`config.mk`:
```
export PLATFORM = sky130hd
export DESIGN_NAME = ialist_cell
export DESIGN_NICKNAME = d
export VERILOG_FILES = /design/src/sv/ialist_pkg.sv /design/src/sv/ialist_cell.sv
export SDC_FILE = /design/constraint.sdc
export NUM_CORES = 1
export LEC_CHECK = 0
export BUFFER_PORTS_ARGS = -buffer_cell sky130_fd_sc_hd__buf_4
export CORE_MARGIN = 2
export CORE_UTILIZATION = 36
export DETAILED_ROUTE_END_ITERATION = 7
export PLACE_DENSITY = 0.84
export SLEW_MARGIN = 30
export SYNTH_ARGS = -nofsm -noshare
export SYNTH_HDL_FRONTEND = slang
export SYNTH_SLANG_ARGS = --single-unit
```
`constraint.sdc`:
```
create_clock -name i_clk -period 2.15 [get_ports i_clk]
set_input_delay 0.43 -clock i_clk [delete_from_list [all_inputs] [get_ports i_clk]]
set_output_delay 0.43 -clock i_clk [all_outputs]
set_load 0.1 [all_outputs]
```
`src/sv/ialist_pkg.sv`:
```
// Shared types and constants for the indexed array list engine.
// Used by the list cell and by the core top level; depends on nothing.
package ialist_pkg;

    // list geometry
    localparam int CAPACITY = 64;
    localparam int IDX_W    = $clog2(CAPACITY);
    localparam int CNT_W    = $clog2(CAPACITY + 1);
    localparam int WORD_W   = 32;

    // operation kinds
    localparam logic [2:0] K_PUSH      = 3'd0;
    localparam logic [2:0] K_INSERT    = 3'd1;
    localparam logic [2:0] K_POP       = 3'd2;
    localparam logic [2:0] K_REMOVE    = 3'd3;
    localparam logic [2:0] K_READ      = 3'd4;
    localparam logic [2:0] K_OVERWRITE = 3'd5;

    // result status codes
    localparam logic [1:0] ST_OK        = 2'd0;
    localparam logic [1:0] ST_BAD_INDEX = 2'd1;
    localparam logic [1:0] ST_EMPTY     = 2'd2;
    localparam logic [1:0] ST_FULL      = 2'd3;

    // cell update modes
    localparam logic [1:0] CM_HOLD  = 2'd0;
    localparam logic [1:0] CM_WRITE = 2'd1;
    localparam logic [1:0] CM_INS   = 2'd2;
    localparam logic [1:0] CM_DEL   = 2'd3;

    // control broadcast to every cell of the row
    typedef struct packed {
        logic [1:0]        mode;
        logic [IDX_W-1:0]  sel;
        logic [WORD_W-1:0] word;
        logic [IDX_W-1:0]  rd_sel;
    } t_cell_ctrl;

endpackage

```
`src/sv/ialist_cell.sv`:
```
// One cell of the list row: holds a single entry and trades it with its neighbors.
// Depends on ialist_pkg for the control struct and the cell update modes.
module ialist_cell #(
    parameter int IDX = 0
) (
    input  logic                         i_clk,
    input  ialist_pkg::t_cell_ctrl       i_ctrl,
    input  logic [ialist_pkg::WORD_W-1:0] i_lower,
    input  logic [ialist_pkg::WORD_W-1:0] i_upper,
    output logic [ialist_pkg::WORD_W-1:0] o_data,
    output logic [ialist_pkg::WORD_W-1:0] o_tap
);
    import ialist_pkg::*;

    localparam logic [IDX_W-1:0] MY_IDX = IDX_W'(IDX);

    logic [WORD_W-1:0] r_data;
    logic [WORD_W-1:0] n_data;

    // pick the next entry: keep, take the new word, or shift from a neighbor
    always_comb begin
        n_data = r_data;
        case (i_ctrl.mode)
            CM_WRITE: begin
                if (MY_IDX == i_ctrl.sel) n_data = i_ctrl.word;
            end
            CM_INS: begin
                if (MY_IDX == i_ctrl.sel) n_data = i_ctrl.word;
                else if (MY_IDX > i_ctrl.sel) n_data = i_lower;
            end
            CM_DEL: begin
                if (MY_IDX >= i_ctrl.sel) n_data = i_upper;
            end
            default: n_data = r_data;
        endcase
    end

    // entry storage, no reset: read only after written
    always_ff @(posedge i_clk) begin
        r_data <= n_data;
    end

    assign o_data = r_data;
    // drive the read tap only when this cell is addressed
    assign o_tap  = (MY_IDX == i_ctrl.rd_sel) ? r_data : '0;

endmodule

```
==> run_summary.xml, run 1 <==
<?xml version="1.0" encoding="UTF-8"?>
<metrics>
  <group name="cts">
    <metric name="cts_num_sinks" unit="">32</metric>
    <metric name="cts-root-to-sink-buffers" unit="">2</metric>
    <metric name="htree_levels" unit="">2</metric>
    <metric name="tritoncts" unit="">yes</metric>
    <metric name="hold_buffers" unit="">0</metric>
    <metric name="cts_setup_buffers" unit="">0</metric>
    <metric name="cts_inserted_buffers" unit="">5</metric>
    <metric name="cts_root_buffer" unit="">sky130_fd_sc_hd__clkbuf_8</metric>
    <metric name="cts.clk_slew.worst_paths" unit="ns">0.07</metric>
  </group>
  <group name="placement">
    <metric name="port_buffers" unit="">174</metric>
    <metric name="gp_congestion" unit="">0.774</metric>
    <metric name="place.detailed.hpwl" unit="mm">6.12</metric>
    <metric name="place_area" unit="mm^2">0.00370</metric>
  </group>
  <group name="synth">
    <metric name="syn_area" unit="mm^2">0.00225</metric>
    <metric name="synth_edf_count" unit="">32</metric>
    <metric name="synthArstFlopShare" unit="%">0</metric>
    <metric name="ys.warnings.count" unit="">0</metric>
    <metric name="synth.avg_cell_area" unit="um^2">9.95</metric>
    <metric name="netlist_top_cells_area" unit="">sky130_fd_sc_hd__edfxtp_1 (43%), sky130_fd_sc_hd__a2111oi_0 (12%), sky130_fd_sc_hd__a221oi_1 (12%)</metric>
    <metric name="netlist.top_cell.by_area" unit="">sky130_fd_sc_hd__edfxtp_1</metric>
    <metric name="post_synth_inst_count" unit="">226</metric>
    <metric name="synth_most_common_cell" unit="">sky130_fd_sc_hd__inv_1</metric>
    <metric name="synth_seq_area_share" unit="%">42.7</metric>
    <metric name="netlist_cell_types" unit="">17</metric>
    <metric name="syn_nets" unit="">337</metric>
    <metric name="synth_largest_type_area_fraction" unit="%">42.7</metric>
    <metric name="synth_ff_type" unit="">sky130_fd_sc_hd__edfxtp_1</metric>
    <metric name="yosys_register_bits" unit="">32</metric>
  </group>
  <group name="drt">
    <metric name="dr.first_iter.drc_count" unit="">161</metric>
    <metric name="post-route-drc-count" unit="">0</metric>
    <metric name="drt-wirelength-per-cell" unit="um">18.3</metric>
    <metric name="final_antenna_net_count" unit="">0</metric>
    <metric name="finalWirelength" unit="mm">8.60</metric>
    <metric name="length_of_the_first_detailed_routing_pass_in_iterations" unit="">5</metric>
    <metric name="vias_per_cell" unit="">5.49</metric>
    <metric name="via_count" unit="">2577</metric>
  </group>
  <group name="die">
    <metric name="io_pins" unit="">175</metric>
    <metric name="initial_core_util" unit="%">37.6</metric>
    <metric name="vertical_die_dimension" unit="um">83.1</metric>
    <metric name="row_count" unit="">28</metric>
    <metric name="die_x" unit="um">83.1</metric>
    <metric name="floorplan.die_area" unit="mm^2">0.00690</metric>
    <metric name="floorplan.core_area" unit="mm^2">0.00599</metric>
  </group>
  <group name="worst_setup_path">
    <metric name="worst-endpoint-required" unit="ns">1.72</metric>
    <metric name="worst_setup_path_start_kind" unit="">input pin</metric>
    <metric name="timing_worst_setup_path_type" unit="">input pin to output pin</metric>
    <metric name="kind_of_capture_point_of_the_worst_setup_path" unit="">output pin</metric>
    <metric name="worst-path-max-fanout" unit="">32</metric>
    <metric name="worstPathArrival" unit="ns">1.87</metric>
  </group>
  <group name="grt">
    <metric name="grt_pass1_wl" unit="mm">13.5</metric>
    <metric name="grt-ovfl-total" unit="">0</metric>
    <metric name="via_count_of_the_first_global_routing_pass" unit="">2709</metric>
    <metric name="grt_start_max_net_pins" unit="">34</metric>
    <metric name="grt_usage" unit="%">24.5</metric>
    <metric name="initial_antenna_violation_count" unit="">0</metric>
  </group>
  <group name="pwr">
    <metric name="leakagePower" unit="nW">1.85</metric>
    <metric name="ir_drop" unit="mV">0.253</metric>
    <metric name="p_seq_share" unit="%">41.7</metric>
    <metric name="logic_gate_share_of_total_power" unit="%">25.1</metric>
    <metric name="powerDensity" unit="mW/mm^2">400</metric>
    <metric name="design_power_total" unit="mW">1.69</metric>
    <metric name="clkPwrFrac" unit="%">33.2</metric>
    <metric name="p_int" unit="mW">1.25</metric>
    <metric name="sw_frac_of_total" unit="%">25.7</metric>
    <metric name="switching_power" unit="mW">0.434</metric>
  </group>
  <group name="sta">
    <metric name="slew_viol_final" unit="">0</metric>
    <metric name="maxSlewHeadroom" unit="%">54.5</metric>
    <metric name="rsz_0062_raised_after_global_routing" unit="">true</metric>
    <metric name="postLayoutSetupSlackWorst" unit="ns">-0.152</metric>
    <metric name="worst_slew_pin_slew" unit="ns">0.666</metric>
    <metric name="hold_ws" unit="ns">0.526</metric>
    <metric name="layout_min_cycle_time" unit="ns">2.30</metric>
    <metric name="finalHoldViolCount" unit="">0</metric>
    <metric name="timing.final.crit_share" unit="%">107</metric>
    <metric name="fmax" unit="MHz">434</metric>
    <metric name="setup-violations-final" unit="">32</metric>
  </group>
  <group name="final_layout">
    <metric name="final_design_area_no_fill" unit="mm^2">0.00422</metric>
    <metric name="antennaDiodeCount" unit="">0</metric>
    <metric name="post_route_cells_drive_above_1_share" unit="%">57.9</metric>
    <metric name="finalNetCount" unit="">504</metric>
    <metric name="number_of_flip_flops_under_the_largest_register_name" unit="">32</metric>
    <metric name="area.growth.synth_to_final" unit="%">87.4</metric>
  </group>
  <group name="run_status">
    <metric name="run_status" unit="">finished with violations</metric>
    <metric name="violations" unit="">negative setup slack</metric>
  </group>
  <group name="run">
    <metric name="cap_viol_max_count" unit="">0</metric>
  </group>
  <group name="hold_path">
    <metric name="hold_path.class" unit="">input pin to register</metric>
  </group>
</metrics>
==> final cells by class <==
class / instances / area, um^2
sequential: 32 / 961
fill: 432 / 1770
clock buffer: 5 / 68.8
clock inverter: 3 / 37.5
inverter: 33 / 124
multi-input combinational: 135 / 1110
timing repair buffer: 186 / 1820
tap: 75 / 93.8
==> per-stage QoR <==
stage | setup TNS [ns] | worst slack [ns] | util, % | instances
finish | -3.42 | -0.152 | 70.4 | 469
global route | -4.24 | -0.171 | 70.4 | 469
CTS | -2.17 | -0.0986 | 70.4 | 469
detailed placement | -5.52 | -0.190 | 61.8 | 461
global placement | -4.91 | -0.165 | 61.8 | 461
floorplan | -0.0827 | -0.0827 | - | 226
==> repair_timing <==
action,4_1_cts,5_1_grt
pin swaps,3,15
setup endpoints to repair,32,32
resized for setup,98,0
==> routing by layer <==
metal	track usage, %	vias up	part of all wire [%]	wire [um]
met4	9.09	0	2.6	220
met5	0	-	0	0
met3	3.68	18	6.6	566
met1	26.4	1218	35	3030
met2	47.5	149	56	4790
li1	-	1192	-	-
==> power groups by stage <==
stage,sequential [mW],clock (mW),combinational (mW)
3_3_place_gp,0.717,0,0.399
5_1_grt,0.705,0.601,0.454
6_report,0.704,0.561,0.423
2_1_floorplan,0.758,0,0.159
4_1_cts,0.704,0.575,0.419
3_5_place_dp,0.718,0,0.410
==> placed cells by master (no fill, tap or decap) <==
| cell | count |
|---|---|
| sky130_fd_sc_hd__buf_4 | 151 |
| sky130_fd_sc_hd__inv_1 | 33 |
| sky130_fd_sc_hd__buf_12 | 33 |
| sky130_fd_sc_hd__nor2b_1 | 32 |
| sky130_fd_sc_hd__a2111oi_0 | 32 |
| sky130_fd_sc_hd__a221oi_1 | 32 |
| sky130_fd_sc_hd__edfxtp_1 | 32 |
| sky130_fd_sc_hd__and2_4 | 29 |
| sky130_fd_sc_hd__clkbuf_8 | 5 |
| sky130_fd_sc_hd__and2_2 | 3 |
| sky130_fd_sc_hd__clkinv_1 | 2 |
| sky130_fd_sc_hd__buf_6 | 2 |
| sky130_fd_sc_hd__nor4_4 | 1 |
| sky130_fd_sc_hd__nor3_1 | 1 |
| sky130_fd_sc_hd__a21o_1 | 1 |
| sky130_fd_sc_hd__nor2_2 | 1 |
| sky130_fd_sc_hd__or4_4 | 1 |
| sky130_fd_sc_hd__nor3_4 | 1 |
| sky130_fd_sc_hd__o211a_1 | 1 |
| sky130_fd_sc_hd__bufinv_16 | 1 |
==> logic make-up after synthesis <==
kind of cell           Yosys count  synth area share, %
buffers and inverters           59                 11.2
AOI/OAI and AO/OA               66                 25.7
and+or+nand+nor                 69                 20.4
DFF                             32                 42.7
==> worst max-delay path, stage by stage <==
cell and delay (ns):
sky130_fd_sc_hd__buf_6 0.09, sky130_fd_sc_hd__or4_4 0.54, sky130_fd_sc_hd__nor3_4 0.19, sky130_fd_sc_hd__buf_12 0.23, sky130_fd_sc_hd__and2_2 0.21, sky130_fd_sc_hd__buf_12 0.18
==> final timing paths <==
kind | start | endpoint | slack (ns) | depth (start not counted)
worst max-delay path | i_ctrl[3] | o_tap[10] | -0.15 | 6
worst min-delay path | i_ctrl[18] | o_data[12] | 0.53 | 3
No activity file was read; power rests on OpenSTA's default activity.
==> run 2, diff against run 1 <==
CORE_MARGIN = 3   (was 2)
CORE_UTILIZATION = 40   (was 36)
PLACE_DENSITY = 0.88   (was 0.84)
clock period = 2.3 ns   (was 2.15 ns; I/O delays follow)
==> run 2 against run 1 <==
- total power down 4.9%
- core utilization up 10 points
- combinational power down 4%
- first-iteration DRC count up 88%
- the flow still finishes with violations (negative setup slack)
- clock-buffer cell count unchanged
- design area up 0.68%
- non-clock buffer count up 2
- die area down 4.9%
- wire length up 16%
==> run_summary.xml, run 2 (same netlist as run 1, synthesis figures left out) <==
<?xml version="1.0" encoding="UTF-8"?>
<metrics>
  <group name="sta">
    <metric name="fmax" unit="MHz">416</metric>
    <metric name="timing.final.crit_share" unit="%">105</metric>
    <metric name="hold_ws" unit="ns">0.561</metric>
    <metric name="setup-violations-final" unit="">32</metric>
    <metric name="rsz_0062_raised_after_global_routing" unit="">true</metric>
    <metric name="slew_viol_final" unit="">0</metric>
    <metric name="worst_slew_pin_slew" unit="ns">0.529</metric>
    <metric name="timing.setup.tns" unit="ns">-2.07</metric>
    <metric name="layout_min_cycle_time" unit="ns">2.40</metric>
    <metric name="finalHoldViolCount" unit="">0</metric>
    <metric name="postLayoutSetupSlackWorst" unit="ns">-0.104</metric>
    <metric name="maxSlewHeadroom" unit="%">63.8</metric>
  </group>
  <group name="die">
    <metric name="initial_core_util" unit="%">42.7</metric>
    <metric name="die_x" unit="um">81.0</metric>
    <metric name="floorplan.core_area" unit="mm^2">0.00527</metric>
    <metric name="row_count" unit="">26</metric>
    <metric name="floorplan.die_area" unit="mm^2">0.00656</metric>
    <metric name="vertical_die_dimension" unit="um">81.0</metric>
    <metric name="io_pins" unit="">175</metric>
  </group>
  <group name="worst_setup_path">
    <metric name="worst-path-max-fanout" unit="">16</metric>
    <metric name="timing_worst_setup_path_type" unit="">input pin to output pin</metric>
    <metric name="worstPathArrival" unit="ns">1.94</metric>
    <metric name="worst-endpoint-required" unit="ns">1.84</metric>
    <metric name="kind_of_capture_point_of_the_worst_setup_path" unit="">output pin</metric>
    <metric name="worst_setup_path_start_kind" unit="">input pin</metric>
  </group>
  <group name="drt">
    <metric name="top_layer_used" unit="">met4</metric>
    <metric name="post-route-drc-count" unit="">0</metric>
    <metric name="finalWirelength" unit="mm">10.0</metric>
    <metric name="dr_wl_met3" unit="um">839</metric>
    <metric name="drt-wirelength-per-cell" unit="um">21.5</metric>
    <metric name="dr.first_iter.drc_count" unit="">302</metric>
    <metric name="length_of_the_first_detailed_routing_pass_in_iterations" unit="">5</metric>
    <metric name="m1WireLength" unit="mm">3.34</metric>
    <metric name="final_antenna_net_count" unit="">0</metric>
    <metric name="vias_per_cell" unit="">5.79</metric>
    <metric name="met2_length" unit="mm">5.55</metric>
    <metric name="via_count" unit="">2700</metric>
  </group>
  <group name="placement">
    <metric name="place_worst_setup_slack" unit="ns">-0.0914</metric>
    <metric name="place_area" unit="mm^2">0.00366</metric>
    <metric name="gp_congestion" unit="">0.872</metric>
    <metric name="dp.cells" unit="">455</metric>
    <metric name="port_buffers" unit="">174</metric>
    <metric name="place.detailed.hpwl" unit="mm">6.17</metric>
  </group>
  <group name="cts">
    <metric name="cts.clk_slew.worst_paths" unit="ns">0.07</metric>
    <metric name="cts-root-to-sink-buffers" unit="">2</metric>
    <metric name="cts_inserted_buffers" unit="">5</metric>
    <metric name="cts_root_buffer" unit="">sky130_fd_sc_hd__clkbuf_8</metric>
    <metric name="hold_buffers" unit="">0</metric>
    <metric name="tritoncts" unit="">yes</metric>
    <metric name="cts_num_sinks" unit="">32</metric>
    <metric name="htree_levels" unit="">2</metric>
  </group>
  <group name="final_layout">
    <metric name="number_of_flip_flops_under_the_largest_register_name" unit="">32</metric>
    <metric name="final_common_cell" unit="">sky130_fd_sc_hd__buf_4</metric>
    <metric name="finalNetCount" unit="">506</metric>
    <metric name="number_of_inserted_filler_cells_in_the_final_layout" unit="">321</metric>
    <metric name="antennaDiodeCount" unit="">0</metric>
    <metric name="area.growth.synth_to_final" unit="%">88.7</metric>
    <metric name="final_design_area_no_fill" unit="mm^2">0.00425</metric>
    <metric name="layout.cells.non_filler" unit="">466</metric>
    <metric name="most-common-layout-cells" unit="">sky130_fd_sc_hd__buf_4 (149), sky130_fd_sc_hd__buf_12 (34), sky130_fd_sc_hd__inv_1 (33)</metric>
    <metric name="post_route_cells_drive_above_1_share" unit="%">58.6</metric>
  </group>
  <group name="hold_path">
    <metric name="holdCritStartpoint" unit="">i_ctrl[31]</metric>
    <metric name="cells_on_worst_hold_path" unit="">3</metric>
    <metric name="hold_path.class" unit="">input pin to register</metric>
    <metric name="min_delay_worst_endpoint" unit="">o_data[25]</metric>
  </group>
  <group name="pwr">
    <metric name="leakagePower" unit="nW">1.86</metric>
    <metric name="ir_drop" unit="mV">0.308</metric>
    <metric name="powerDensity" unit="mW/mm^2">378</metric>
  </group>
  <group name="run">
    <metric name="cap_viol_max_count" unit="">0</metric>
  </group>
  <group name="grt">
    <metric name="grt-ovfl-total" unit="">0</metric>
    <metric name="grt_pass1_wl" unit="mm">13.8</metric>
    <metric name="grt_usage" unit="%">27.7</metric>
    <metric name="initial_antenna_violation_count" unit="">0</metric>
    <metric name="via_count_of_the_first_global_routing_pass" unit="">2766</metric>
    <metric name="grt_start_max_net_pins" unit="">42</metric>
  </group>
  <group name="run_status">
    <metric name="run_status" unit="">finished with violations</metric>
    <metric name="violations" unit="">negative setup slack</metric>
  </group>
</metrics>
==> run 2: cell count changes in the layout (fill, tap and decap cells not counted), sizes merged <==
cell / change
clkinvlp: +1
clkinv: -1
clkbuf: +1
buf: +1
==> run 2: worst max-delay path by stage <==
stage | start | cells past startpoint | to | slack, ns
after floorplan | i_ctrl[3] | 4 | o_tap[10] | 0.03
after global placement | i_ctrl[3] | 6 | o_tap[14] | -0.03
after detailed placement | i_ctrl[3] | 6 | o_tap[21] | -0.09
after CTS | i_ctrl[3] | 6 | o_tap[21] | -0.01
after global routing | i_ctrl[3] | 7 | o_tap[29] | -0.13
final | i_ctrl[3] | 7 | o_tap[29] | -0.10
==> run 2: repair_timing <==
action | 4_1_cts | 5_1_grt
endpoints found under the setup margin | 32 | 32
cloned | 0 | 2
pin swaps | 0 | 7
setup buffers | 0 | 1
resized for setup | 96 | 14
==> run 2: final cells by class <==
| class | instances | area (um^2) | share of cell area, % |
|---|---|---|---|
| Multi-Input combinational cell | 135 | 1090 | 25.7 |
| Timing Repair Buffer | 188 | 1870 | 44.0 |
| Sequential cell | 32 | 961 | 22.6 |
| Clock buffer | 5 | 68.8 | 1.62 |
| Inverter | 33 | 124 | 2.92 |
| Clock inverter | 3 | 42.5 | 1.00 |
| Tap cell | 70 | 87.6 | 2.06 |
==> run 2: power by group <==
group	switching (mW)	leakage [nW]	internal (mW)
combinational	0.200	1.51	0.204
clock	0.223	0.0541	0.321
sequential	0.00332	0.300	0.655
total	0.426	1.86	1.18
==> run 2: through the flow <==
step                      util, %  total power, mW
after floorplan                 -            0.855
after global placement       69.5             1.04
after detailed placement     69.5             1.05
after CTS                    79.2             1.59
after global routing         80.6             1.66
final                        80.6             1.61
==> run 2: metal layers <==
metal / vias up / track usage, %
met5: - / 0
met4: 0 / 11.7
met3: 24 / 4.55
met2: 188 / 52.7
met1: 1290 / 30.0
li1: 1198 / -
==> run 2: worst max-delay path, cell delays in order <==
cell                     delay [ns]
sky130_fd_sc_hd__buf_6         0.09
sky130_fd_sc_hd__or4_4         0.54
sky130_fd_sc_hd__nor3_4        0.16
sky130_fd_sc_hd__buf_6         0.16
sky130_fd_sc_hd__buf_12        0.14
sky130_fd_sc_hd__and2_2        0.20
sky130_fd_sc_hd__buf_12        0.19
